===== src/design/rotation_matrix_to_quaternion_core_macros.svh =====
// Assertion helpers used by the FIFO.
`ifndef ROTATION_MATRIX_TO_QUATERNION_CORE_MACROS_SVH
`define ROTATION_MATRIX_TO_QUATERNION_CORE_MACROS_SVH

// Condition must never hold outside reset.
`define RMQ_ASSERT_NEVER(lbl, clk, rst_n, cond) \
    lbl: assert property (@(posedge clk) disable iff (!rst_n) !(cond)) \
        else $error("assertion failed");

// Antecedent in one cycle implies consequent in the next.
`define RMQ_ASSERT_NEXT(lbl, clk, rst_n, ante, cons) \
    lbl: assert property (@(posedge clk) disable iff (!rst_n) (ante) |=> (cons)) \
        else $error("assertion failed");

`endif


===== src/design/rmq_pkg.sv =====
`default_nettype none
package rmq_pkg;
    localparam int RMQ_FRAC_BITS  = 14;
    localparam int RMQ_DATA_W     = 16;
    localparam int RMQ_NUM_W      = 17;
    localparam int RMQ_QUO_W      = 17;
    localparam int RMQ_EPS_W      = 14;
    localparam int RMQ_FIFO_DEPTH = 4;

    localparam logic signed [RMQ_DATA_W-1:0] RMQ_Q_MAX = 16'sh7FFF;
    localparam logic signed [RMQ_DATA_W-1:0] RMQ_Q_MIN = 16'sh8000;

    // Branch codes
    localparam logic [1:0] BR_TRACE = 2'd0;
    localparam logic [1:0] BR_XMAJ  = 2'd1;
    localparam logic [1:0] BR_YMAJ  = 2'd2;
    localparam logic [1:0] BR_ZMAJ  = 2'd3;

    typedef logic signed [RMQ_NUM_W-1:0] t_num;

    typedef struct packed {
        logic [1:0] branch;
        t_num       n0;
        t_num       n1;
        t_num       n2;
    } t_job;

    typedef struct packed {
        logic [1:0]                   branch;
        logic signed [RMQ_DATA_W-1:0] diag;
    } t_tag;
endpackage
`default_nettype wire


===== src/design/rmq_sqrt.sv =====
`default_nettype none
module rmq_sqrt #(
    parameter int FRAC_BITS = rmq_pkg::RMQ_FRAC_BITS,
    parameter int RAD_W     = 17,
    parameter int ROOT_W    = 16
) (
    input  logic              i_clk,
    input  logic              i_rst_n,
    input  logic              i_en,
    input  logic              i_valid,
    input  rmq_pkg::t_job     i_job,
    input  logic [RAD_W-1:0]  i_rad,
    output logic              o_valid,
    output rmq_pkg::t_job     o_job,
    output logic [ROOT_W-1:0] o_root
);
    import rmq_pkg::*;

    localparam int RR_W  = 2 * ROOT_W;
    localparam int REM_W = ROOT_W + 2;

    logic              r_v  [ROOT_W];
    t_job              r_jb [ROOT_W];
    logic [RR_W-1:0]   r_rd [ROOT_W];
    logic [REM_W-1:0]  r_rm [ROOT_W];
    logic [ROOT_W-1:0] r_rt [ROOT_W];

    // One root bit per stage, most significant first
    for (genvar k = 0; k < ROOT_W; k++) begin : g_stage
        localparam int B = ROOT_W - 1 - k;
        logic              v_in;
        t_job              jb_in;
        logic [RR_W-1:0]   rd_in;
        logic [REM_W-1:0]  rm_in, rm_sh, trial;
        logic [ROOT_W-1:0] rt_in;

        if (k == 0) begin : g_first
            assign v_in  = i_valid;
            assign jb_in = i_job;
            assign rd_in = RR_W'(i_rad) << FRAC_BITS;
            assign rm_in = '0;
            assign rt_in = '0;
        end else begin : g_next
            assign v_in  = r_v[k-1];
            assign jb_in = r_jb[k-1];
            assign rd_in = r_rd[k-1];
            assign rm_in = r_rm[k-1];
            assign rt_in = r_rt[k-1];
        end

        assign rm_sh = {rm_in[REM_W-3:0], rd_in[2*B+1 -: 2]};
        assign trial = {rt_in, 2'b01};

        always_ff @(posedge i_clk) begin
            if (!i_rst_n) begin
                r_v[k] <= 1'b0;
            end else if (i_en) begin
                r_v[k] <= v_in;
            end
        end

        always_ff @(posedge i_clk) begin
            if (i_en) begin
                r_jb[k] <= jb_in;
                r_rd[k] <= rd_in;
                if (rm_sh >= trial) begin
                    r_rm[k] <= rm_sh - trial;
                    r_rt[k] <= {rt_in[ROOT_W-2:0], 1'b1};
                end else begin
                    r_rm[k] <= rm_sh;
                    r_rt[k] <= {rt_in[ROOT_W-2:0], 1'b0};
                end
            end
        end
    end

    assign o_valid = r_v[ROOT_W-1];
    assign o_job   = r_jb[ROOT_W-1];
    assign o_root  = r_rt[ROOT_W-1];
endmodule
`default_nettype wire


===== config.mk =====
export PLATFORM = sky130hd
export DESIGN_NAME = rmq_sqrt
export DESIGN_NICKNAME = d
export VERILOG_FILES = /design/src/design/rotation_matrix_to_quaternion_core_macros.svh /design/src/design/rmq_pkg.sv /design/src/design/rmq_sqrt.sv
export SDC_FILE = /design/constraint.sdc
export NUM_CORES = 1
export LEC_CHECK = 0
export ABC_CLOCK_PERIOD_IN_PS = 3400
export BUFFER_PORTS_ARGS = -buffer_cell sky130_fd_sc_hd__buf_2
export CAP_MARGIN = 20
export CORE_ASPECT_RATIO = 1.2
export CORE_MARGIN = 2
export CORE_UTILIZATION = 40
export CTS_CLUSTER_SIZE = 28
export DETAILED_ROUTE_END_ITERATION = 8
export PLACE_DENSITY = 0.62
export SYNTH_ARGS = -nofsm -noshare
export SYNTH_HDL_FRONTEND = slang
export SYNTH_SLANG_ARGS = --single-unit

===== constraint.sdc =====
create_clock -name i_clk -period 3.4 [get_ports i_clk]
set_input_delay 0.85 -clock i_clk [delete_from_list [all_inputs] [get_ports i_clk]]
set_output_delay 0.85 -clock i_clk [all_outputs]
set_load 0.03 [all_outputs]

==> results by group <==
Outcome
  – Status: complete, no violations

CTS
  – # H-tree levels: 4
  – # resized after CTS: 0
  – Clock Tree Root: clkbuf_16
  – Clk pin slew, worst setup/hold paths: 60 ps
  – Post CTS Setup Buffer Count: 0
  – CTS tree: built
  – Hold buffer count at cts: 0
  – CTS buffer count: about 130
  – Clock Sinks: 1285
  – Skew-Pair Late Insertion Delay: 740 ps
  – Clk buf depth: 3

Routing
  – Via density: 4.699
  – Final WL: about 65000 microns
  – 1st-iter DRT viols: 1401
  – DR pass1 iterations: 6
  – Antenna-violating nets left: 0
  – Routed via count: 21522
  – Wire per inst: 14.19 microns
  – DRC Markers: 0

GRT
  – Initial antenna violation count: 5
  – GRT Resource Usage Total: a little over a tenth
  – Vias in the first global route: between 20000 and 25000
  – Largest net degree at the start of global routing: roughly 200
  – Total grt overflow: 0
  – First-pass GRT wire length: 107200 microns

STA
  – Period utilization: just over 90%
  – Final setup fails: 0
  – Worst Tran Pin Value: about 1100 ps
  – Post-layout minimum cycle time: 3160 ps
  – Fin. max-slew vios: 0
  – Worst relative slew slack: 24.85%
  – Max Freq: 316.5 MHz
  – Clk_skew: 18.65 ps
  – Final Hold Fails: 0
  – RSZ-0062 raised after global routing: false
  – Fin Setup TNS: 0 ps
  – Minimum hold slack: 283.3 ps

Final layout
  – Fraction of layout cells with a size suffix above 1: between 10% and 20%
  – Filler instances: 9962
  – Final instance area: 54630 sq um
  – Final nets: 3152
  – ANT cells: 0
  – Area Overhead vs Synth: 14.48%

Yosys
  – Prevailing post-synth register cell: edfxtp_1
  – Post-Synthesis Net Count: 2891
  – Register area share after synthesis: 80.82%
  – Most frequent cell after synthesis: edfxtp_1
  – Syn Inst Count: around 2700
  – Post-synth top cells: edfxtp_1, inv_1, ha_1
  – Mean post-synth cell area: 17.85 sq um
  – Post-Syn Area: 47720 sq um
  – Ys Warns: 0
  – Cell taking the most area after synthesis: edfxtp_1
  – FFs w/ async S/R, synth: 0%
  – Post-synthesis register bit count: 1285
  – Synth unique cells: 76
  – Most area-consuming cells after synthesis: edfxtp_1, ha_1, inv_1
  – Share of the synthesized area in the top cell type: 80.73%
  – Post-synth EDFFs: roughly 1300

Critical path
  – Crit path required time: 3880 ps
  – Critical-path top delay cell: o21ai_0
  – Crit path kind: flop to flop
  – CP arrival: 3640 ps
  – Critical path, cell by cell: ha_1 > inv_1 > fa_1 > nand2b_1 > a21oi_1 > o21ai_0 > o211ai_1 > a31oi_2 > buf_12 > mux2_2
  – Worst-path maximum fanout: 14
  – Setup crit start kind: flop
  – CP Capture Type: flop
  – Max stage delay on crit path: 540 ps

Hold path
  – Worst min path class: input pin to flop

Die
  – Die width: 319.3 microns
  – Ports: around 140
  – DIE AREA: between 100000 and 150000 sq um
  – Initial core utilization: 40.41%
  – Area of the core: 118100 sq um
  – Row count: 138
  – Die Y: 382.4 microns

Placed design
  – Routability cong.: approximately 0.87
  – Dpl hpwl: just under 40000 microns
  – IO Port Bufs: 143
  – Dpl cell area: 50490 sq um

Job
  – Max-Cap Viols: 0

Pwr
  – PwrDens: 658.2 nW/um^2
  – Leakage: between 15 and 20 nW
  – VDD IR-drop max: between 0.4 and 0.5 mV
-- placed cells by master, fill, tap and decap left out, types with 27 or more instances in the layout --
cell type  instances
xnor2_1           73
clkbuf_1          27
ha_1             138
clkinv_1          33
buf_2            142
nor3_1            42
clkbuf_16        133
o21a_1            31
nand2_1          106
mux2_2            36
a21oi_1           98
xor2_1            55
o21ai_0          107
nand3_1           29
nand2b_1          29
inv_1            179
nor2_1           116
edfxtp_1        1283
-- worst max-delay path, delay by kind of cell (launching register included) --
| kind | cells | cell delay (ps) |
|---|---|---|
| simple gates | 1 | 140 |
| mux | 1 | 340 |
| fa+ha+maj | 2 | 460 |
| flops | 1 | 440 |
| compound gates | 4 | 1270 |
| buf+inv | 2 | 250 |
-- kinds of logic (layout without fill, tap and decap cells) --
logic type,count (synthesis),after routing,synth area share [%]
flops,1285,1285,80.82
fa+ha+maj,144,144,3.870
mux,47,47,1.091
simple gates,464,464,4.979
xor+xnor,128,128,2.349
buf+inv,225,592,1.838
compound gates,380,380,5.055
-- per-stage QoR --
| step | util (%) | setup WS [ps] | power, mW | instances |
|---|---|---|---|---|
| 6_report | 46.26 | 240.5 | 35.96 | 4580 |
| 5_1_grt | 46.26 | 27.64 | 37.61 | 4580 |
| 4_1_cts | 46.26 | 258.6 | 36.51 | 4580 |
| 3_5_place_dp | 42.75 | 282.2 | 22.64 | 4341 |
| 3_3_place_gp | 42.75 | 336.3 | 22.54 | 4341 |
| 2_1_floorplan | - | 604.9 | 21.68 | 2673 |
-- final timing paths --
| path | end | cells past startpoint | slack [ps] | startpoint |
|---|---|---|---|---|
| hold reg to reg | r_jb[0][386]$_DFFE_PP_ | 0 | 410 | r_jb[0][333]$_DFFE_PP_ |
| setup / recovery | r_rm[1][113]$_DFFE_PP_ | 10 | 240 | r_rm[1][90]$_SDFFCE_PP0P_ |
| setup reg to reg | r_rm[1][113]$_DFFE_PP_ | 10 | 240 | r_rm[1][90]$_SDFFCE_PP0P_ |
| hold / removal | r_jb[0][10]$_DFFE_PP_ | 1 | 280 | i_job[10] |
-- cell type report --
cell class	instances	area, sq um	area share, %
clock inverter	79	710.7	1.301
clock buffer	160	3430	6.278
sequential	1285	38570	70.60
multi-input combinational	1163	8282	15.16
inverter	181	679.4	1.244
timing repair buffer	172	1036	1.896
tap	1540	1927	3.527
-- state kept, by name, indices dropped and copies added (netlist names) --
signal / flops
r_rt: 136
r_rd: 72
r_rm: 213
r_jb: 848
r_v: 16
-- layer usage --
metal	part of all wire (%)	up-vias	wire length, microns	track usage, %
met5	0.018	-	12	0
met4	4.0	2	2610	5.521
met3	4.1	177	2632	2.799
met2	48	374	31410	17.99
met1	44	10237	28310	13.19
li1	-	10732	-	-
-- report_power, final --
part	switching [mW]	leakage [nW]	internal, mW
Sequential	0.474	12.4	18.9
Clock	5.85	2.02	7.81
Combinational	1.68	5.21	1.21
Total	8.00	19.7	28.0
No activity file was read; power rests on OpenSTA's default activity.
