<file path="src/design/rotation_matrix_to_quaternion_core_macros.svh">
// Assertion helpers used by the FIFO.
`ifndef ROTATION_MATRIX_TO_QUATERNION_CORE_MACROS_SVH
`define ROTATION_MATRIX_TO_QUATERNION_CORE_MACROS_SVH

// Condition must never hold outside reset.
`define RMQ_ASSERT_NEVER(lbl, clk, rst_n, cond) \
    lbl: assert property (@(posedge clk) disable iff (!rst_n) !(cond)) \
        else $error("assertion failed");

// Antecedent in one cycle implies consequent in the next.
`define RMQ_ASSERT_NEXT(lbl, clk, rst_n, ante, cons) \
    lbl: assert property (@(posedge clk) disable iff (!rst_n) (ante) |=> (cons)) \
        else $error("assertion failed");

`endif

</file>
<file path="src/design/rmq_pkg.sv">
`default_nettype none
package rmq_pkg;
    localparam int RMQ_FRAC_BITS  = 14;
    localparam int RMQ_DATA_W     = 16;
    localparam int RMQ_NUM_W      = 17;
    localparam int RMQ_QUO_W      = 17;
    localparam int RMQ_EPS_W      = 14;
    localparam int RMQ_FIFO_DEPTH = 4;

    localparam logic signed [RMQ_DATA_W-1:0] RMQ_Q_MAX = 16'sh7FFF;
    localparam logic signed [RMQ_DATA_W-1:0] RMQ_Q_MIN = 16'sh8000;

    // Branch codes
    localparam logic [1:0] BR_TRACE = 2'd0;
    localparam logic [1:0] BR_XMAJ  = 2'd1;
    localparam logic [1:0] BR_YMAJ  = 2'd2;
    localparam logic [1:0] BR_ZMAJ  = 2'd3;

    typedef logic signed [RMQ_NUM_W-1:0] t_num;

    typedef struct packed {
        logic [1:0] branch;
        t_num       n0;
        t_num       n1;
        t_num       n2;
    } t_job;

    typedef struct packed {
        logic [1:0]                   branch;
        logic signed [RMQ_DATA_W-1:0] diag;
    } t_tag;
endpackage
`default_nettype wire

</file>
<file path="src/design/rmq_front.sv">
`default_nettype none
module rmq_front #(
    parameter int FRAC_BITS = rmq_pkg::RMQ_FRAC_BITS,
    parameter int RAD_W     = 17
) (
    input  logic                                   i_clk,
    input  logic                                   i_rst_n,
    input  logic                                   i_valid,
    output logic                                   o_ready,
    input  logic signed [rmq_pkg::RMQ_DATA_W-1:0]  i_m11,
    input  logic signed [rmq_pkg::RMQ_DATA_W-1:0]  i_m12,
    input  logic signed [rmq_pkg::RMQ_DATA_W-1:0]  i_m13,
    input  logic signed [rmq_pkg::RMQ_DATA_W-1:0]  i_m21,
    input  logic signed [rmq_pkg::RMQ_DATA_W-1:0]  i_m22,
    input  logic signed [rmq_pkg::RMQ_DATA_W-1:0]  i_m23,
    input  logic signed [rmq_pkg::RMQ_DATA_W-1:0]  i_m31,
    input  logic signed [rmq_pkg::RMQ_DATA_W-1:0]  i_m32,
    input  logic signed [rmq_pkg::RMQ_DATA_W-1:0]  i_m33,
    input  logic [rmq_pkg::RMQ_EPS_W-1:0]          i_eps,
    output logic                                   o_valid,
    input  logic                                   i_ready,
    output rmq_pkg::t_job                          o_job,
    output logic [RAD_W-1:0]                       o_rad
);
    import rmq_pkg::*;

    localparam int SUM_W = RAD_W + 1;
    localparam logic signed [SUM_W-1:0] ONE = SUM_W'(1) <<< FRAC_BITS;

    logic signed [SUM_W-1:0] e11, e22, e33, eps_ext, tr, rsel;
    logic                    use_tr, xmaj, ymaj;
    t_job                    job;
    logic [RAD_W-1:0]        rad;
    logic                    r_valid;
    t_job                    r_job;
    logic [RAD_W-1:0]        r_rad;

    assign e11     = SUM_W'(i_m11);
    assign e22     = SUM_W'(i_m22);
    assign e33     = SUM_W'(i_m33);
    assign eps_ext = $signed(SUM_W'(i_eps));
    assign tr      = ONE + e11 + e22 + e33;
    assign use_tr  = tr > eps_ext;
    assign xmaj    = (i_m11 > i_m22) && (i_m11 > i_m33);
    assign ymaj    = i_m22 > i_m33;

    always_comb begin
        if (use_tr) begin
            job.branch = BR_TRACE;
            rsel       = tr;
            job.n0     = t_num'(i_m12) - t_num'(i_m21);
            job.n1     = t_num'(i_m31) - t_num'(i_m13);
            job.n2     = t_num'(i_m23) - t_num'(i_m32);
        end else if (xmaj) begin
            job.branch = BR_XMAJ;
            rsel       = ONE + e11 - e22 - e33;
            job.n0     = t_num'(i_m12) + t_num'(i_m21);
            job.n1     = t_num'(i_m31) + t_num'(i_m13);
            job.n2     = t_num'(i_m23) - t_num'(i_m32);
        end else if (ymaj) begin
            job.branch = BR_YMAJ;
            rsel       = ONE + e22 - e11 - e33;
            job.n0     = t_num'(i_m12) + t_num'(i_m21);
            job.n1     = t_num'(i_m23) + t_num'(i_m32);
            job.n2     = t_num'(i_m31) - t_num'(i_m13);
        end else begin
            job.branch = BR_ZMAJ;
            rsel       = ONE + e33 - e11 - e22;
            job.n0     = t_num'(i_m31) + t_num'(i_m13);
            job.n1     = t_num'(i_m23) + t_num'(i_m32);
            job.n2     = t_num'(i_m12) - t_num'(i_m21);
        end
    end

    // Clamp a non-positive radicand to zero
    assign rad = (rsel <= 0) ? '0 : rsel[RAD_W-1:0];

    assign o_ready = !r_valid || i_ready;

    always_ff @(posedge i_clk) begin
        if (!i_rst_n) begin
            r_valid <= 1'b0;
        end else if (o_ready) begin
            r_valid <= i_valid;
        end
    end

    always_ff @(posedge i_clk) begin
        if (o_ready && i_valid) begin
            r_job <= job;
            r_rad <= rad;
        end
    end

    assign o_valid = r_valid;
    assign o_job   = r_job;
    assign o_rad   = r_rad;
endmodule
`default_nettype wire

</file>
<file path="config.mk">
export PLATFORM = sky130hd
export DESIGN_NAME = rmq_front
export DESIGN_NICKNAME = d
export VERILOG_FILES = /design/src/design/rotation_matrix_to_quaternion_core_macros.svh /design/src/design/rmq_pkg.sv /design/src/design/rmq_front.sv
export SDC_FILE = /design/constraint.sdc
export NUM_CORES = 1
export LEC_CHECK = 0
export ABC_AREA = 0
export BUFFER_PORTS_ARGS = -buffer_cell sky130_fd_sc_hd__buf_4
export CAP_MARGIN = 20
export CORE_AREA = 2 2 162 164
export CTS_CLUSTER_SIZE = 24
export DETAILED_ROUTE_END_ITERATION = 16
export DIE_AREA = 0 0 164 166
export PLACE_DENSITY = 0.93
export SYNTH_ARGS = -nofsm -noshare
export SYNTH_HDL_FRONTEND = slang
export SYNTH_SLANG_ARGS = --single-unit
</file>
<file path="constraint.sdc">
create_clock -name i_clk -period 13.3 [get_ports i_clk]
set_clock_uncertainty 0.1 [all_clocks]
set_input_delay 1.995 -clock i_clk [delete_from_list [all_inputs] [get_ports i_clk]]
set_output_delay 1.995 -clock i_clk [all_outputs]
set_load 0.03 [all_outputs]
</file>
==> impl_metrics.sql <==
INSERT INTO impl_metrics (metric_group, metric, value, unit) VALUES
('clock_tree', 'cts_hold_repair.buffers', '0', ''),
('clock_tree', 'setup_buffers_after_cts', '0', ''),
('floorplan', 'io-pin-count', '234', ''),
('worst_setup_path', 'critical-path-top-delay-family', 'simple AND/OR/NAND/NOR gates', ''),
('cells_and_area', 'n_antenna_cell', '0', ''),
('floorplan', 'row_count', '59', ''),
('logic_synthesis', 'post_synthesis_share_of_cell_area_spent_on_and_or_nand_and_nor_gates', '14.6', '%'),
('worst_setup_path', 'setup.worst_path.start', 'i_m11[3]', ''),
('timing', 'report.final.slew_viol_count', '0', ''),
('worst_setup_path', 'worst-endpoint-required', '13.27', 'ns'),
('cells_and_area', 'final_layout_size_suffix_gt1_share', '14.1', '%'),
('worst_setup_path', 'setup.worst_path.end_class', 'flop', ''),
('worst_setup_path', 'worst-setup-path-type', 'primary input to flop', ''),
('worst_setup_path', 'worst_r2r_path_depth', '2', ''),
('global_routing', 'grt_first_pass_wirelength', '72100', 'microns'),
('logic_synthesis', 'synth.cell_area', '15100', 'sq um'),
('global_routing', 'grt_antenna_before_repair', '0', ''),
('power', 'leakage', '8.33', 'nW'),
('logic_synthesis', 'number_of_distinct_library_cells_after_synthesis', '83', ''),
('floorplan', 'die_area', '27200', 'sq um'),
('worst_setup_path', 'timing.critical_path.cells', 'buf_4 > inv_1 > fa_1 > inv_1 > ha_1 > o21a_1 > a2111oi_4 > nor3b_1 > or2_1 > a21oi_1 > xnor2_1 > ha_1 > nand4_1 > or4_1 > o21ai_0 > nand4_2 > nand2_2 > nand2_4 > inv_1 > o21ai_0', ''),
('detailed_routing', 'dr.first_iter.drc_count', '1243', ''),
('timing', 'layout_min_cycle_time', '7.58', 'ns'),
('logic_synthesis', 'synth-compound-area-share', '22.1', '%'),
('clock_tree', 'post_cts_resize_count', '0', ''),
('worst_setup_path', 'path_max_fanout', '36', ''),
('logic_synthesis', 'yosys_most_used_dff', 'sky130_fd_sc_hd__edfxtp_1', ''),
('worst_setup_path', 'timing.critical_path.slowest_stage_cell', 'sky130_fd_sc_hd__nand2_2', ''),
('worst_setup_path', 'critical_path.endpoint', 'o_job[11]', ''),
('clock_tree', 'h-tree-depth', '3', ''),
('clock_tree', 'worst_setup_hold_path_clk_slew', '0.07', 'ns'),
('global_routing', 'grt_start_max_net_pins', '71', ''),
('logic_synthesis', 'yosys_register_bits', '71', ''),
('global_routing', 'globalRouteOverflowTotal', '0', ''),
('worst_setup_path', 'startpoint_type_of_the_worst_setup_path', 'primary input', ''),
('timing', 'timing.max_slew.rel_slack', '31.2', '%'),
('worst_setup_path', 'timing.critical_path.mode_cell', 'sky130_fd_sc_hd__inv_1', ''),
('timing', 'maxClockFrequency', '132', 'MHz'),
('timing', 'setup_total_negative_slack', '0', 'ns'),
('place', 'place_hpwl', '38400', 'microns'),
('power', 'pwr_dens', '123', 'nW/um^2'),
('worst_setup_path', 'cp.arrival', '7.55', 'ns'),
('detailed_routing', 'vias_per_cell', '6.17', ''),
('cells_and_area', 'layout.cells.most_common', 'sky130_fd_sc_hd__ha_1', ''),
('worst_hold_path', 'hold_path_class', 'flop to flop', ''),
('logic_synthesis', 'synth_top_family_by_area', 'adder cells', ''),
('worst_setup_path', 'worstSetupPathDepth', '20', ''),
('timing', 'layout_worst_path_cycle_share', '57.0', '%'),
('floorplan', 'die-width', '164', 'microns'),
('place', 'numPortBuffers', '233', ''),
('timing', 'tightest_slew', '1.03', 'ns'),
('global_routing', 'grt_pass1_vias', '14100', ''),
('worst_setup_path', 'critPathMaxStageDelay', '0.66', 'ns'),
('clock_tree', 'clock-sinks', '71', ''),
('timing', 'report.final.hold_viol_count', '0', ''),
('global_routing', 'grtUsageTotal', '33.4', '%'),
('run_status', 'result_of_the_run', 'completed', ''),
('clock_tree', 'cts_tree', 'yes', ''),
('cells_and_area', 'footprint_of_the_multi_input_gates', '12000', 'sq um'),
('clock_tree', 'clock_insertion_delay_worst_skew', '0.34', 'ns'),
('floorplan', 'initial_core_util', '59.1', '%'),
('logic_synthesis', 'synth.avg_cell_area', '8.42', 'sq um'),
('worst_setup_path', 'worstReg2RegStart', 'o_valid', ''),
('logic_synthesis', 'postSynth.asyncResetShare', '0', '%'),
('detailed_routing', 'dr.pass1.iters', '6', ''),
('logic_synthesis', 'portion_of_the_post_synthesis_area_used_by_sequential_elements', '14.0', '%'),
('clock_tree', 'max-clock-path-buffers', '2', ''),
('detailed_routing', 'route.detailed.drc', '0', ''),
('logic_synthesis', 'post_synth_fa_ha_maj_area_fraction', '34.6', '%'),
('logic_synthesis', 'synthMuxAreaShare', '1.68', '%'),
('logic_synthesis', 'synthXorXnorAreaFrac', '6.08', '%');
## synth_stat cells (all sizes together), types with 16 or more instances
master / number / share of area, %
clkbuf: 34 / 0.84
o31ai: 21 / 1.0
nand2b: 26 / 1.1
buf: 16 / 0.55
edfxtp: 70 / 14
ha: 299 / 25
a21o: 29 / 1.4
mux2i: 22 / 1.5
a31oi: 17 / 0.70
o21ai: 90 / 3.0
nor2b: 28 / 1.2
a21oi: 146 / 4.9
nand3: 19 / 0.63
fa: 75 / 9.9
nor2: 133 / 3.3
a211oi: 27 / 1.3
inv: 224 / 5.6
nor3: 48 / 1.6
o211ai: 20 / 0.99
o21a: 24 / 1.2
xnor2: 77 / 4.5
xor2: 28 / 1.6
nand2: 101 / 2.6
## metrics by stage
step	area, sq um	std cells	hold slack [ns]	utilization (%)	total power (W)
2_1_floorplan	15100	1797	0.785	-	0.00139
3_3_place_gp	17100	2318	0.421	66.8	0.00179
3_5_place_dp	17100	2318	0.439	66.8	0.00182
4_1_cts	17500	2334	0.452	68.1	0.00211
5_1_grt	17500	2335	0.484	68.2	0.00227
6_report	17500	2335	0.442	68.2	0.00214
## cells by family after synthesis
family | count (synthesis)
muxes | 25
DFF | 71
adders and majority gates | 374
and+or+nand+nor | 448
buffers and inverters | 274
xor gates and xnor gates | 105
AOI/OAI and AO/OA | 500
## cell type report
class | instances | share of cell area, %
Multi-Input combinational cell | 1452 | 68.5
Tap cell | 335 | 2.40
Clock buffer | 9 | 1.29
Clock inverter | 7 | 0.602
Timing Repair Buffer | 237 | 10.2
Sequential cell | 71 | 12.2
Inverter | 224 | 4.82
## registers in the layout, indices dropped and copies added, names as in the netlist
| register | count |
|---|---|
| o_job | 53 |
| o_rad | 17 |
| o_valid | 1 |
## power breakdown
part | switching, W | total [W] | internal [W]
sequential | 0.0000472 | 0.000404 | 0.000357
clock | 0.000109 | 0.000276 | 0.000167
combinational | 0.000904 | 0.00146 | 0.000560
## metal layers
metal / vias up / GRT usage, % / routed length (microns)
li1: 6722 / - / -
met1: 6827 / 41.3 / 18100
met2: 722 / 57.4 / 22700
met3: 145 / 3.47 / 3440
met4: 0 / 17.1 / 2650
met5: - / 0 / 0
## how the worst min path moves through the flow
stage,depth (start not counted),end,start,slack [ns]
floorplan,2,o_valid,o_valid,0.78
global placement,2,o_valid,o_valid,0.42
detailed placement,2,o_valid,o_valid,0.44
CTS,2,o_valid,o_valid,0.45
global route,2,o_valid,o_valid,0.48
finish,2,o_valid,o_valid,0.44
## worst min-delay path, cell delays in order, from the launching register on
cell,delay (ns)
sky130_fd_sc_hd__dfxtp_1,0.31
sky130_fd_sc_hd__nand2b_1,0.10
sky130_fd_sc_hd__a21boi_0,0.08
(Power assumes the default switching activity.)
