<file path="src/design/rotation_matrix_to_quaternion_core_macros.svh">
// Assertion helpers used by the FIFO.
`ifndef ROTATION_MATRIX_TO_QUATERNION_CORE_MACROS_SVH
`define ROTATION_MATRIX_TO_QUATERNION_CORE_MACROS_SVH

// Condition must never hold outside reset.
`define RMQ_ASSERT_NEVER(lbl, clk, rst_n, cond) \
    lbl: assert property (@(posedge clk) disable iff (!rst_n) !(cond)) \
        else $error("assertion failed");

// Antecedent in one cycle implies consequent in the next.
`define RMQ_ASSERT_NEXT(lbl, clk, rst_n, ante, cons) \
    lbl: assert property (@(posedge clk) disable iff (!rst_n) (ante) |=> (cons)) \
        else $error("assertion failed");

`endif

</file>
<file path="src/design/rmq_pkg.sv">
`default_nettype none
package rmq_pkg;
    localparam int RMQ_FRAC_BITS  = 14;
    localparam int RMQ_DATA_W     = 16;
    localparam int RMQ_NUM_W      = 17;
    localparam int RMQ_QUO_W      = 17;
    localparam int RMQ_EPS_W      = 14;
    localparam int RMQ_FIFO_DEPTH = 4;

    localparam logic signed [RMQ_DATA_W-1:0] RMQ_Q_MAX = 16'sh7FFF;
    localparam logic signed [RMQ_DATA_W-1:0] RMQ_Q_MIN = 16'sh8000;

    // Branch codes
    localparam logic [1:0] BR_TRACE = 2'd0;
    localparam logic [1:0] BR_XMAJ  = 2'd1;
    localparam logic [1:0] BR_YMAJ  = 2'd2;
    localparam logic [1:0] BR_ZMAJ  = 2'd3;

    typedef logic signed [RMQ_NUM_W-1:0] t_num;

    typedef struct packed {
        logic [1:0] branch;
        t_num       n0;
        t_num       n1;
        t_num       n2;
    } t_job;

    typedef struct packed {
        logic [1:0]                   branch;
        logic signed [RMQ_DATA_W-1:0] diag;
    } t_tag;
endpackage
`default_nettype wire

</file>
<file path="src/design/rmq_div.sv">
`default_nettype none
module rmq_div #(
    parameter int FRAC_BITS = rmq_pkg::RMQ_FRAC_BITS,
    parameter int S_W       = 17
) (
    input  logic                                  i_clk,
    input  logic                                  i_rst_n,
    input  logic                                  i_en,
    input  logic                                  i_valid,
    input  rmq_pkg::t_tag                         i_tag,
    input  logic [S_W-1:0]                        i_s,
    input  rmq_pkg::t_num                         i_num [3],
    output logic                                  o_valid,
    output rmq_pkg::t_tag                         o_tag,
    output logic signed [rmq_pkg::RMQ_DATA_W-1:0] o_quo [3]
);
    import rmq_pkg::*;

    localparam int QB   = RMQ_QUO_W;
    localparam int NW   = RMQ_NUM_W + FRAC_BITS;
    localparam int DR_W = S_W + 1;
    localparam logic [QB-1:0] POS_LIM = QB'(32767);
    localparam logic [QB-1:0] NEG_LIM = QB'(32768);

    logic            r_v  [QB];
    t_tag            r_tg [QB];
    logic [S_W-1:0]  r_s  [QB];
    logic [DR_W-1:0] r_rm [3][QB];
    logic [QB-1:0]   r_q  [3][QB];
    logic [QB-1:0]   r_nl [3][QB];
    logic            r_ng [3][QB];
    logic            r_ov [3][QB];

    for (genvar k = 0; k < QB; k++) begin : g_stage
        localparam int B = QB - 1 - k;
        logic           v_in;
        t_tag           tg_in;
        logic [S_W-1:0] s_in;

        if (k == 0) begin : g_first
            assign v_in  = i_valid;
            assign tg_in = i_tag;
            assign s_in  = i_s;
        end else begin : g_next
            assign v_in  = r_v[k-1];
            assign tg_in = r_tg[k-1];
            assign s_in  = r_s[k-1];
        end

        always_ff @(posedge i_clk) begin
            if (!i_rst_n) begin
                r_v[k] <= 1'b0;
            end else if (i_en) begin
                r_v[k] <= v_in;
            end
        end

        always_ff @(posedge i_clk) begin
            if (i_en) begin
                r_tg[k] <= tg_in;
                r_s[k]  <= s_in;
            end
        end

        for (genvar l = 0; l < 3; l++) begin : g_lane
            logic [DR_W-1:0]       rm_in, rm_sh;
            logic [QB-1:0]         q_in, nl_in;
            logic                  ng_in, ov_in;
            logic [RMQ_NUM_W-1:0]  mag;
            logic [NW-1:0]         dvd, hi;

            if (k == 0) begin : g_first
                // Overflow when the quotient would need more than QB bits
                assign mag   = i_num[l][RMQ_NUM_W-1] ? RMQ_NUM_W'(-i_num[l])
                                                     : RMQ_NUM_W'(i_num[l]);
                assign dvd   = {mag, FRAC_BITS'(0)};
                assign hi    = dvd >> QB;
                assign ov_in = hi >= NW'(i_s);
                assign rm_in = hi[DR_W-1:0];
                assign nl_in = dvd[QB-1:0];
                assign ng_in = i_num[l][RMQ_NUM_W-1];
                assign q_in  = '0;
            end else begin : g_next
                assign mag   = '0;
                assign dvd   = '0;
                assign hi    = '0;
                assign ov_in = r_ov[l][k-1];
                assign rm_in = r_rm[l][k-1];
                assign nl_in = r_nl[l][k-1];
                assign ng_in = r_ng[l][k-1];
                assign q_in  = r_q[l][k-1];
            end

            assign rm_sh = {rm_in[DR_W-2:0], nl_in[B]};

            always_ff @(posedge i_clk) begin
                if (i_en) begin
                    r_nl[l][k] <= nl_in;
                    r_ng[l][k] <= ng_in;
                    r_ov[l][k] <= ov_in;
                    if (rm_sh >= DR_W'(s_in)) begin
                        r_rm[l][k] <= rm_sh - DR_W'(s_in);
                        r_q[l][k]  <= {q_in[QB-2:0], 1'b1};
                    end else begin
                        r_rm[l][k] <= rm_sh;
                        r_q[l][k]  <= {q_in[QB-2:0], 1'b0};
                    end
                end
            end
        end
    end

    // Sign, saturate, and zero on a zero divisor
    for (genvar l = 0; l < 3; l++) begin : g_out
        logic [QB-1:0] q;
        logic          ov, ng;

        assign q  = r_q[l][QB-1];
        assign ov = r_ov[l][QB-1];
        assign ng = r_ng[l][QB-1];

        always_comb begin
            if (r_s[QB-1] == '0) begin
                o_quo[l] = '0;
            end else if (ng) begin
                if (ov || q > NEG_LIM) begin
                    o_quo[l] = RMQ_Q_MIN;
                end else begin
                    o_quo[l] = RMQ_DATA_W'(-$signed({1'b0, q}));
                end
            end else if (ov || q > POS_LIM) begin
                o_quo[l] = RMQ_Q_MAX;
            end else begin
                o_quo[l] = $signed(q[RMQ_DATA_W-1:0]);
            end
        end
    end

    assign o_valid = r_v[QB-1];
    assign o_tag   = r_tg[QB-1];
endmodule
`default_nettype wire

</file>
<file path="config.mk">
export PLATFORM = sky130hd
export DESIGN_NAME = rmq_div
export DESIGN_NICKNAME = d
export VERILOG_FILES = /design/src/design/rotation_matrix_to_quaternion_core_macros.svh /design/src/design/rmq_pkg.sv /design/src/design/rmq_div.sv
export SDC_FILE = /design/constraint.sdc
export NUM_CORES = 2
export LEC_CHECK = 0
export BUFFER_PORTS_ARGS = -buffer_cell sky130_fd_sc_hd__buf_2
export CELL_PAD_IN_SITES_DETAIL_PLACEMENT = 1
export CELL_PAD_IN_SITES_GLOBAL_PLACEMENT = 2
export CORE_MARGIN = 2
export CORE_UTILIZATION = 45
export CTS_BUF_LIST = sky130_fd_sc_hd__clkbuf_16
export CTS_CLUSTER_DIAMETER = 50
export DETAILED_ROUTE_END_ITERATION = 8
export GPL_ROUTABILITY_DRIVEN = 1
export GPL_TIMING_DRIVEN = 1
export PLACE_DENSITY = 0.77
export SLEW_MARGIN = 20
export SYNTH_ARGS = -nofsm -noshare
export SYNTH_HDL_FRONTEND = slang
export SYNTH_SLANG_ARGS = --single-unit
</file>
<file path="constraint.sdc">
create_clock -name i_clk -period 5.1 [get_ports i_clk]
set_clock_uncertainty 0.1 [all_clocks]
set_input_delay 0.51 -clock i_clk [delete_from_list [all_inputs] [get_ports i_clk]]
set_output_delay 0.51 -clock i_clk [all_outputs]
set_load 0.03 [all_outputs]
</file>
==> impl_results.md <==
- Nets@finish: 10700
- Ys async rst share: 0%
- Clock sinks: 1998
- Syn avg cell area: 12.1 sq um
- Vias in the first global route: 77700
- Combinational power share: 40.6%
- Reg2Reg Setup Slack: 0.81 ns
- Syn Nets: 10300
- Max Transition Viols Final: 0
- Post-Synthesis Cells: 9248
- Cells after DPL: 12600
- Final Hold Vio Count: 0
- Pre-antenna DRT Iters: 6
- Final Setup Violations: 0
- Yosys warns: 0
- Initial Util: 45.1%
- Largest net degree at the start of global routing: 174
- Hold Crit Class: in -> reg
- H-tree levels: 5
- Arr. time, crit path: 4.18 ns
- Placed wire-length estimate: 261000 microns
- Flop pwr share: 34.3%
- Remaining antenna violation count: 0
- Crit Path Category: reg -> out
- Status: complete, no violations
- Worst-path cell chain: inv_1, ha_1, nor3b_2, nand2_1, or3_1, or3_1, nor3_2, nand2_1, a31o_2, a311oi_1, buf_2
- RSZ-0062 raised after global routing: false
- Grt ovf: 0
- Placer congestion estimate: 0.886
- Count of port buffers added during placement: 156
- Reg clk slew, reported paths: 0.06 ns
- Die Wd: 503 microns
- Worst path depth: 11
- Vias post-DR: 76000
- Detailed Route WL: 336000 microns
- Final Cycle Share: 93.9%
- P_int: 49.5 mW
- DRC Markers: 0
- FILL cells: 25600
- Gr usage total: 26.1%
- CP endpoint kind: output pin
- Critical Path Sink: o_quo[3]
- Slowest stage delay, CP: 0.47 ns
- Overall Power: 77.7 mW
- Number of enable flip-flop cells after synthesis: 1994
- Post-Synthesis Cell Area: 112000 sq um
- RR Startpoint: r_s[0][189]
- Sw Pwr: 28.2 mW
- Final Instance Count excl. Fillers: 13200
- TritonCTS Buffers: 287
- Netlist cell types: 91
- Worst Path Max Fanout: 15
- CTS tree: done
- Synth Flop Type: edfxtp_1
- Worst R2R End: r_rm[0][700]
- Sequential-to-total area share from yosys stat: 53.6%
- Number of max-cap violations: 0
- First-pass GRT wire length: 497000 microns
- Worst setup path start: r_q[0][546]
- Worst path slowest cell: edfxtp_1
- Worst-margin pin slew: 1.20 ns
- Leakage: 49.3 nW
- CTS Buffer Depth: 4
- Switching share of power: 36.3%
- Crit path max-delay family: simple AND/OR/NAND/NOR gates
- Ratio of total power to cell area: 613 nW/um^2
- Max_slew headroom: 19.8%
- Clock share of power: 25.1%
- 1st-iter DRT viols: 5722
- Core area: 248000 sq um
- Required time worst endpoint: 4.49 ns
- Die area: 253000 sq um
- Worst Path Buf+Inv: 2
- Worst skew pair latency: 0.94 ns
- WL per Instance: 25.5 microns
- Cells on worst reg2reg path: 11
- Vias/cell: 5.77
- Setup TNS: 0 ns
- Area growth syn-to-layout: 13.3%
- I/O pin count: 157
- Achievable frequency: 209 MHz
- Row count: 183
- Min Tclk post-route: 4.79 ns
- Die Height: 503 microns
- Root Buffer: clkbuf_16
- Initial antenna violation count: 24
- Startpoint class of the critical path: register
- Share of cells above drive strength 1: 13.0%
- Max VDD drop: 373 uV
- Synthesized flop and latch total: 1998
tightest hold or removal path, cell delays in order:
cell and delay (ns):
buf_2 0.11, inv_1 0.08, o21ai_0 0.16
per-stage QoR:
| step | instance area (sq um) | utilization (%) | worst slack [ns] | hold slack (ns) |
|---|---|---|---|---|
| final | 127000 | 51.2 | 0.309 | 0.0556 |
| after global routing | 127000 | 51.1 | 0.0192 | 0.0522 |
| after CTS | 127000 | 51.1 | 0.239 | 0.00801 |
| after detailed placement | 117000 | 47.2 | 0.0889 | 0.305 |
| after global placement | 117000 | 47.2 | 0.0880 | 0.300 |
| after floorplan | 112000 | - | 0.728 | 0.300 |
cell usage after synthesis, types with 30 or more instances:
master     instances  area (sq um)
edfxtp_1        1994         59900
ha_1             909         11400
nor2_1           675          2530
a21oi_1          598          2990
inv_1            537          2020
xnor2_1          451          3950
nand2_1          449          1690
mux2_2           417          4700
o21ai_0          414          2070
a21o_1           241          1810
xor2_1           200          1750
nor3_1           195           976
nand3_1          167           836
clkbuf_1         152           571
nor2b_1          150           938
o21a_1           135          1010
nand4_1          127           795
a31oi_1          106           663
mux2i_1           77           771
or3_1             77           482
nand2b_1          75           469
a211oi_1          69           518
and3_1            69           432
o31ai_1           64           480
o211ai_1          55           413
or2_2             52           325
o31a_1            51           447
o21bai_1          50           375
fa_1              48           961
and2_1            45           282
a311oi_1          43           377
nor4_1            42           263
nand3b_1          40           300
mux2_4            36           541
o2111ai_1         32           280
buf_2             30           150
flip-flops by register name, indices dropped and copies added (netlist names):
name,flops
r_nl,9
r_rm,816
r_v,17
r_s,289
r_q,459
r_ov,51
r_ng,51
r_tg,306
how the worst min path moves through the flow:
stage / startpoint / end / slack (ns) / cells past startpoint
5_1_grt: i_num[35] / r_nl[0][273] / 0.05 / 3
6_report: i_num[1] / r_nl[0][823] / 0.06 / 3
3_5_place_dp: r_tg[1][134] / r_tg[2][8] / 0.31 / 0
4_1_cts: i_num[35] / r_nl[0][273] / 0.008 / 3
2_1_floorplan: r_ng[0][1] / r_ng[0][0] / 0.30 / 0
3_3_place_gp: r_q[0][633] / r_q[0][617] / 0.30 / 0
layout by cell type (no fill, tap or decap), drive strengths merged, types with 94 or more instances in the layout:
| cell | n |
|---|---|
| a21o | 241 |
| a21oi | 599 |
| a31oi | 106 |
| buf | 249 |
| clkbuf | 289 |
| clkinv | 94 |
| edfxtp | 1994 |
| ha | 909 |
| inv | 604 |
| mux2 | 463 |
| nand2 | 449 |
| nand3 | 167 |
| nand4 | 127 |
| nor2 | 675 |
| nor2b | 150 |
| nor3 | 200 |
| o21a | 135 |
| o21ai | 422 |
| xnor2 | 451 |
| xor2 | 200 |
cell type report:
type	instances	area, sq um	share of cell area, %
inverter	543	2040	1.61
sequential	1998	60000	47.3
tap	3330	4170	3.28
timing repair buffer	295	2100	1.66
antenna	10	25.0	0.0197
clock inverter	205	2100	1.65
multi-input combinational	6510	49200	38.8
clock buffer	289	7230	5.70
power by group through the flow:
stage | clock network (mW) | registers (mW) | logic [mW]
floorplan | 0 | 25.0 | 23.1
global placement | 0 | 26.9 | 30.4
detailed placement | 0 | 27.0 | 31.2
CTS | 19.9 | 26.7 | 31.5
global route | 20.5 | 26.9 | 34.7
finish | 19.5 | 26.6 | 31.6
kinds of logic after synthesis:
logic type      synth area share (%)
fa+ha+maj                       11.0
simple gates                    9.85
xor+xnor                        5.09
mux                             5.47
flops                           53.6
compound gates                  12.4
buf+inv                         2.57
metal layers:
| layer | wire length (microns) | GRT usage, % | vias to the layer above |
|---|---|---|---|
| li1 | - | - | 35800 |
| met1 | 155000 | 36.7 | 38300 |
| met2 | 159000 | 43.2 | 1576 |
| met3 | 14200 | 3.09 | 381 |
| met4 | 7790 | 6.30 | 0 |
| met5 | 0 | 0 | - |
what timing repair did:
action / in CTS / in global routing
setup endpoints to repair: 0 / 2
gates resized for setup: 0 / 1
endpoints found under the hold margin: 64 / 0
hold buffers: 46 / 0
buffers inserted: 0 / 0
No activity file was read; power rests on OpenSTA's default activity.
