File: config.mk
export PLATFORM = sky130hd
export DESIGN_NAME = rmq_fifo
export DESIGN_NICKNAME = d
export VERILOG_FILES = /design/src/design/rmq_pkg.sv /design/src/design/rmq_fifo.sv
export VERILOG_INCLUDE_DIRS = /design/src /design/src/design
export SDC_FILE = /design/constraint.sdc
export NUM_CORES = 1
export LEC_CHECK = 0
export ABC_AREA = 1
export BUFFER_PORTS_ARGS = -buffer_cell sky130_fd_sc_hd__buf_2
export CORE_MARGIN = 5
export CORE_UTILIZATION = 45
export CTS_BUF_LIST = sky130_fd_sc_hd__clkbuf_8
export DETAILED_ROUTE_END_ITERATION = 6
export GPL_TIMING_DRIVEN = 0
export PLACE_DENSITY_LB_ADDON = 0.05
export SYNTH_ARGS = -nofsm -noshare
export SYNTH_HDL_FRONTEND = slang
export SYNTH_SLANG_ARGS = --single-unit
export TNS_END_PERCENT = 100
File: constraint.sdc
create_clock -name i_clk -period 2 [get_ports i_clk]
set_clock_uncertainty 0.15 [all_clocks]
set_input_delay 0.3 -clock i_clk [delete_from_list [all_inputs] [get_ports i_clk]]
set_output_delay 0.3 -clock i_clk [all_outputs]
set_load 0.02 [all_outputs]
File: src/design/rotation_matrix_to_quaternion_core_macros.svh
// Assertion helpers used by the FIFO.
`ifndef ROTATION_MATRIX_TO_QUATERNION_CORE_MACROS_SVH
`define ROTATION_MATRIX_TO_QUATERNION_CORE_MACROS_SVH

// Condition must never hold outside reset.
`define RMQ_ASSERT_NEVER(lbl, clk, rst_n, cond) \
    lbl: assert property (@(posedge clk) disable iff (!rst_n) !(cond)) \
        else $error("assertion failed");

// Antecedent in one cycle implies consequent in the next.
`define RMQ_ASSERT_NEXT(lbl, clk, rst_n, ante, cons) \
    lbl: assert property (@(posedge clk) disable iff (!rst_n) (ante) |=> (cons)) \
        else $error("assertion failed");

`endif

File: src/design/rmq_pkg.sv
`default_nettype none
package rmq_pkg;
    localparam int RMQ_FRAC_BITS  = 14;
    localparam int RMQ_DATA_W     = 16;
    localparam int RMQ_NUM_W      = 17;
    localparam int RMQ_QUO_W      = 17;
    localparam int RMQ_EPS_W      = 14;
    localparam int RMQ_FIFO_DEPTH = 4;

    localparam logic signed [RMQ_DATA_W-1:0] RMQ_Q_MAX = 16'sh7FFF;
    localparam logic signed [RMQ_DATA_W-1:0] RMQ_Q_MIN = 16'sh8000;

    // Branch codes
    localparam logic [1:0] BR_TRACE = 2'd0;
    localparam logic [1:0] BR_XMAJ  = 2'd1;
    localparam logic [1:0] BR_YMAJ  = 2'd2;
    localparam logic [1:0] BR_ZMAJ  = 2'd3;

    typedef logic signed [RMQ_NUM_W-1:0] t_num;

    typedef struct packed {
        logic [1:0] branch;
        t_num       n0;
        t_num       n1;
        t_num       n2;
    } t_job;

    typedef struct packed {
        logic [1:0]                   branch;
        logic signed [RMQ_DATA_W-1:0] diag;
    } t_tag;
endpackage
`default_nettype wire

File: src/design/rmq_fifo.sv
`default_nettype none
`include "rotation_matrix_to_quaternion_core_macros.svh"
module rmq_fifo #(
    parameter int DATA_W = 8,
    parameter int DEPTH  = rmq_pkg::RMQ_FIFO_DEPTH
) (
    input  logic              i_clk,
    input  logic              i_rst_n,
    input  logic              i_push,
    input  logic [DATA_W-1:0] i_data,
    input  logic              i_pop,
    output logic [DATA_W-1:0] o_data,
    output logic              o_full,
    output logic              o_empty
);
    import rmq_pkg::*;

    localparam int AW = $clog2(DEPTH);

    logic [DATA_W-1:0] r_mem [DEPTH];
    logic [AW:0]       r_wr, r_rd;
    logic [AW:0]       cnt;

    assign cnt     = r_wr - r_rd;
    assign o_full  = cnt == (AW+1)'(DEPTH);
    assign o_empty = cnt == '0;
    assign o_data  = r_mem[r_rd[AW-1:0]];

    always_ff @(posedge i_clk) begin
        if (!i_rst_n) begin
            r_wr <= '0;
            r_rd <= '0;
        end else begin
            if (i_push) begin
                r_wr <= r_wr + 1'b1;
            end
            if (i_pop) begin
                r_rd <= r_rd + 1'b1;
            end
        end
    end

    always_ff @(posedge i_clk) begin
        if (i_push) begin
            r_mem[r_wr[AW-1:0]] <= i_data;
        end
    end

    `RMQ_ASSERT_NEVER(a_depth_bound, i_clk, i_rst_n, cnt > (AW+1)'(DEPTH))
    `RMQ_ASSERT_NEXT(a_push_fills, i_clk, i_rst_n, i_push && !i_pop, !o_empty)
    `RMQ_ASSERT_NEXT(a_last_drains, i_clk, i_rst_n, i_pop && !i_push && cnt == (AW+1)'(1), o_empty)
endmodule
`default_nettype wire

==> results list, run 1 <==
* Mapped cell area: 1680 sq um
- CP endpoint kind: primary output
- The run finished with clean final reports.
- After filler insertion, the fill cell instance count of the layout stands at 347.
- Worst hold-check slack: 0.0741 ns
- Total power of the final layout: 0.00170 W
- At the end of the flow, the number of nets in the layout was 199.
* Worst reg2reg path endpoint: r_mem[1][6]
- The worst-case IR drop observed on VDD is 0.393 mV.
* Cell seen most often among critical-path stages: nand2_1
* Async S/R FF share, synth: 0%
- Summing the sequential cell areas from Yosys gives 66.6% of the chip area.
* I/O pin total: 22
- Following the worst setup path forward leads to its endpoint at o_empty.
- In this run the horizontal extent of the chip is 71.2 um.
- Counting along the longest clock path gives a buffer depth of 2.
- In this run, CTS created clock tree buffers numbering 5.
- After detailed placement, the design holds a cell count of 221.
* Stages on the worst setup path: 7
* Data arrival time of the critical path: 1.39 ns
- The number of cells on the worst reg-to-reg path is 4.
- Number of endpoints failing setup at the final stage: 0
* Count of final max-slew check failures: 0
- Detailed placement ended at an HPWL of 2.09 mm.
* Core area: 3630 sq um
* Worst Setup Path Type: reg -> out
- After synthesis, the mean cell area works out to 11.1 sq um.
* Share of the clock period used by the worst path after layout: 92.0%
- In this run, synthesis produced a sequential element count of 40.
- TritonCTS built the clock tree.
- Remaining max-slew budget at the tightest pin: 75.0%
* Number of vias per cell: 4.89
- Maximum net fanout on the critical path: 3
- On the worst path, the slowest cell contributes a delay of 0.34 ns.
- Number of enable flip-flop cells after synthesis: 32
- Post-CTS setup buffer count: 0
* Max-cap violations: 0
- Wire length of the first global-routing pass: 4.83 mm
* Non-filler instance count after layout: 229
- Counting both buffers and inverters, the worst setup path holds a total of 2.
- The startpoint identified for the worst register-to-register timing path is r_wr[1].
- Maximum number of pins on one net before global-route repair: 13
- P per Cell Area: 872 nW/um^2
- Critical path cell sequence: inv_1 > ha_4 > a21oi_1 > nand2_1 > nand2_1 > nor2_1 > buf_4
- Number of H-tree levels: 2
- Summing all flip-flop and latch instances after layout gives 1120 sq um.
* Overall die area: 5070 sq um
- The most used flip-flop cell after synthesis is edfxtp_1.
- The largest individual stage delay along the critical path comes from the cell dfxtp_2.
* Clock insertion delay at the later pin of the skew report: 0.28 ns
- Global routing used 12.8% of the available tracks.
- Post-detailed-route DRC marker count: 0
* Count of final hold-check violations: 0
- Clock input transition at the sequential cells of the worst setup and hold paths: 0.07 ns
* Critical path origin: r_rd[1]
- Total number of yosys warnings: 0
* Unrepaired setup endpoints after global routing: no
- Counting I/O delays and the setup requirement, the final critical path takes 1.84 ns.
- Number of distinct library cells after synthesis: 13
- Area overhead of the layout relative to synthesis: 16.0%
- The tree is rooted in a clkbuf_8.
* Instance count of the mapped netlist: 152
- 0 antenna diodes ended up in the layout.
- CP Data Required Time: 1.55 ns
* Wirelength, routed: 2.93 mm
* Starting utilization of the core area: 46.3%
- Number of hold buffers added after cts: 0
- Highest clock frequency the design can meet: 0.544 GHz
* Worst setup slack for register-to-register paths: 0.58 ns
- Least-Margin Pin Slew: 0.375 ns
- Adding up every negative setup slack in the final design gives 0 ns.
- Among cell families on the critical path, the largest total delay comes from flip-flops.
- Count of nets left with antenna violations after detail routing: 0
* Fraction of layout instances using a drive strength above 1: 22.1%
- Detailed-route via count: 1,120
- Syn_nets: 171
- At the end of routability-driven placement, the weighted congestion stood at 0.714.
- The first routing iteration left 84 violations.
* Placement row count: 22
- Initial antenna violation count: 0
- The path class of the tightest hold or removal check is in -> reg.
- The worst setup path is launched from a flip-flop.
* Die Y: 71.2 um
- Static power due to leakage: 0.795 nW
* Total area of multi-input combinational cells: 468 sq um
- Via count of the first global-routing pass: 1,053
- The first detailed-routing pass took 4 iterations.
- Routed wire per std cell: 12.8 um
- Input and output buffers added on the ports amount to 21.
- Total number of clock tree sinks: 40
* PostCTS Resize Cnt: 0
- Congestion Overflow GR: 0
-- synth_stat cells, types with 4 or more instances --
cell      instances  area [sq um]
nand2_1          22          82.6
o21ai_0          11          55.1
edfxtp_1         32           961
nor2_1           27           101
dfxtp_1           8           160
a21oi_1           6          30.0
buf_6             4          45.0
inv_1            14          52.6
o21ai_1          18          90.1
ha_1              7          87.6
-- how the worst min path moves through the flow --
stage	startpoint	slack, ns	end	depth (start not counted)
after floorplan	i_data[0]	0.25	r_mem[0][0]	0
after global routing	i_data[6]	0.07	r_mem[2][6]	1
after detailed placement	i_data[4]	0.37	r_mem[0][4]	1
final	i_data[4]	0.07	r_mem[2][4]	1
after global placement	r_wr[2]	0.35	r_wr[2]	2
after CTS	i_data[4]	0.06	r_mem[0][4]	1
-- power by group --
group / switching [W] / total, W / internal, W
combinational: 0.000160 / 0.000255 / 0.0000947
sequential: 0.0000160 / 0.000955 / 0.000939
clock: 0.000257 / 0.000493 / 0.000236
-- state kept, by name (all words and copies together), names as in the netlist, named ones only --
name,cells
r_wr,3
r_mem,32
r_rd,3
-- layout make-up --
type                       instances  share of cell area, %
buffer                             4                   2.31
clock inverter                     3                  0.705
tap                               48                   3.07
clock buffer                       5                   3.52
timing repair buffer              21                   5.64
inverter                          16                   3.20
multi-input combinational         92                   24.0
sequential                        40                   57.6
-- worst reg2reg max path, stage by stage, from the launching register on --
cell	delay, ns
dfxtp_2	0.35
inv_1	0.10
ha_1	0.15
nand2_1	0.05
inv_1	0.28
-- layout by cell type (no fill, tap or decap), drive strengths merged --
cell type / instances
o21ai: 29
dfxtp: 8
ha: 7
nor2: 27
a21oi: 7
edfxtp: 32
inv: 16
clkbuf: 5
clkinv: 3
buf: 25
nand2: 22
-- logic make-up (layout without fill, tap and decap cells) --
kind of cell,after synthesis,count (layout),synth area share (%)
AND/OR/NAND/NOR,49,49,10.9
flip-flops,40,40,66.6
AO/OA/AOI/OAI,36,36,10.9
buffers and inverters,20,49,6.39
adder cells (fa/ha/maj),7,7,5.20
-- stage by stage --
step	worst slack, ns	utilization, %	area (sq um)
final	0.161	53.8	1950
after global routing	0.0448	53.8	1950
after CTS	0.0380	53.2	1930
after detailed placement	0.369	50.9	1850
after global placement	0.394	50.9	1850
after floorplan	0.399	-	1680
-- routing by layer --
layer,vias up,routed length (um),global-route usage (%)
met5,-,0,0
met4,0,52,5.64
met3,6,130,5.11
met2,23,1540,22.4
met1,526,1200,13.5
li1,565,-,-
Note: power is estimated with default switching activity, not from simulation.
==> run 2, diff against run 1 <==
clock period = 2.1 ns   (was 2 ns; I/O delays follow)
==> results list, run 2 (synthesized netlist as in run 1, its figures left out) <==
- The wire length after detailed routing is 2.91 mm (was 2.93 mm).
- Setup TNS: 0 ns (unchanged)
* Count of nets left with antenna violations after detail routing: 0 (unchanged)
- Data arrival time of the critical path: 1.50 ns (was 1.39 ns)
- The standard cell with the maximum stage delay on the critical path was dfxtp_1 (was dfxtp_2).
* Post-detailed-route DRC marker count: 0 (unchanged)
- The nature of the critical path startpoint is a flip-flop (unchanged).
- The area of the core came to 3630 sq um (unchanged).
* Non-filler instance count after layout: 229 (unchanged)
- Total number of clock tree sinks: 40 (unchanged)
* Share of the clock period used by the worst path after layout: 93.5%
- Count of final max-slew check failures: 0 (unchanged)
- The largest fanout on the critical path is 3 (unchanged).
- The height of the chip is 71.2 um (unchanged).
* Highest clock frequency the design can meet: 0.509 GHz
* Area overhead of the layout relative to synthesis: 15.0% (was 16.0%)
- For the finished layout, the period the worst path requires is 1.96 ns.
- Wire length of the first global-routing pass: 4.83 mm (unchanged)
- The pin count of the biggest net entering global routing came to 13 (unchanged).
* Number of cells in the design after placement: 221 (unchanged)
- Count of final hold-check violations: 0 (unchanged)
* Congestion Overflow GR: 0 (unchanged)
- Worst setup slack for register-to-register paths: 0.65 ns (was 0.58 ns)
* Remaining max-slew budget at the tightest pin: 74.6% (was 75.0%)
* Via count of the first global-routing pass: 1,053 (unchanged)
- Clock insertion delay at the later pin of the skew report: 0.28 ns (about the same)
* Number of H-tree levels: 2 (unchanged)
- CP endpoint kind: primary output (unchanged)
- Number of vias per cell: 4.87 (was 4.89)
* Cell seen most often among critical-path stages: nand2_1 (unchanged)
* Critical path cell sequence: inv_1 > ha_1 > a21oi_1 > nand2_1 > nand2_1 > nor2_1 > buf_4 (was inv_1 > ha_4 > a21oi_1 > nand2_1 > nand2_1 > nor2_1 > buf_4)
* Commonest cells after routing, fill and taps aside: edfxtp_1, nor2_1, nand2_1, buf_2, o21ai_1 (unchanged)
- The length of the first detailed-routing pass in iterations is 6 (was 4).
* Run status: completed (unchanged)
- Placement row count: 22 (unchanged)
* Kind of path behind the tightest hold check: in -> reg (unchanged)
- Total area of multi-input combinational cells: 455 sq um (was 468 sq um)
- The slew at the pin with the worst max-slew slack came to 0.380 ns (was 0.375 ns).
* Critical Path Max Stage Delay: 0.36 ns (was 0.34 ns)
* Starting utilization of the core area: 46.3% (unchanged)
- RePlAce Congestion: 0.714 (unchanged)
- Peak supply drop: 0.365 mV (was 0.393 mV)
- The antenna diode count came to 0 (unchanged).
* Overall die area: 5070 sq um (unchanged)
* All-layer global routing usage: 12.8% (unchanged)
- FF/Latch Area: 1120 sq um (about the same)
- The half-perimeter wire length after detailed placement was 2.09 mm (unchanged).
- Net count of the finished layout: 199 (unchanged)
- Worst Setup Path Type: reg -> out (unchanged)
* Unrepaired setup endpoints after global routing: no (unchanged)
* Fraction of layout instances using a drive strength above 1: 19.3% (was 22.1%)
* Number of flip-flops in the largest register: 32 (unchanged)
- Max-cap violations: 0 (unchanged)
- IO buf count: 21 (unchanged)
- The static leakage was 0.794 nW (was 0.795 nW).
* I/O pin total: 22 (unchanged)
- The final-report setup violation count is 0 (unchanged).
- DRC marker count from the first detailed-route iteration: 82 (was 84)
- Initial antenna violation count: 0 (unchanged)
- The most frequent standard cell in the layout excluding fill and tap cells is edfxtp_1 (unchanged).
- Count of filler cells inserted in the layout: 345 (was 347)
- The clock transition at the registers of the reported paths was 0.07 ns (about the same).
- P per Cell Area: 834 nW/um^2 (was 872 nW/um^2)
- The detailed-route via count is 1,116 (was 1,120).
- Number of CTS-inserted buffers: 5 (unchanged)
- CTS tree: yes (unchanged)
- The routed wirelength normalized by instance count came to 12.7 um (was 12.8 um).
- The clock root buffer is clkbuf_8 (unchanged).
- The die width came to 71.2 um (unchanged).
* CP Data Required Time: 1.63 ns (was 1.55 ns)
- The buffer levels on the longest clock path is 2 (unchanged).
run 2: cell counts in the layout (fill, tap and decap cells not counted):
Identical to the previous run, type by type.
run 2: area by class of cell:
cell class | count | area share [%]
Clock inverter | 3 | 0.711
Tap cell | 48 | 3.10
Multi-Input combinational cell | 92 | 23.5
Timing Repair Buffer | 21 | 5.68
Buffer | 4 | 2.33
Clock buffer | 5 | 3.55
Sequential cell | 40 | 57.9
Inverter | 16 | 3.23
run 2: path summary, 6_finish.rpt:
path         depth (start not counted)           to       from
max reg2reg                          4  r_mem[0][1]    r_wr[0]
min reg2reg                          2      r_rd[2]    r_rd[2]
min                                  1  r_mem[2][4]  i_data[4]
max                                  7      o_empty    r_rd[1]
run 2: routing by layer:
metal	GRT usage, %	vias up	wire length, um
li1	-	566	-
met1	13.5	523	1210
met2	22.4	21	1510
met3	5.11	6	139
met4	5.64	0	52
met5	0	-	0
run 2: what timing repair did:
action / CTS / global route
gates resized for setup: 0 / 2
endpoints found under the hold margin: 0 / 0
buffers inserted: 0 / 0
endpoints found under the setup margin: 0 / 2
hold buffers: 0 / 0
run 2: power by group:
part	total [W]	internal, W	switching (W)
sequential	0.000907	0.000893	0.0000142
clock	0.000469	0.000225	0.000244
combinational	0.000239	0.0000872	0.000152
total	0.00162	0.00121	0.000410
run 2: stage by stage:
stage               setup WS, ns  power [W]  utilization, %  hold WS (ns)  area (sq um)
floorplan                  0.484    0.00108               -         0.264          1680
global placement           0.479    0.00116            50.9         0.353          1850
detailed placement         0.454    0.00116            50.9         0.381          1850
CTS                        0.123    0.00164            53.2        0.0777          1930
global route             0.00324    0.00170            53.3        0.0820          1940
finish                     0.137    0.00162            53.3        0.0874          1940
run 2: critical path: cells and delay by family, from the launching register on:
family                     cells  cell delay [ns]
AOI/OAI and AO/OA              1             0.19
adders and majority gates      1             0.30
and+or+nand+nor                3             0.17
DFF                            1             0.36
buffers and inverters          2             0.20
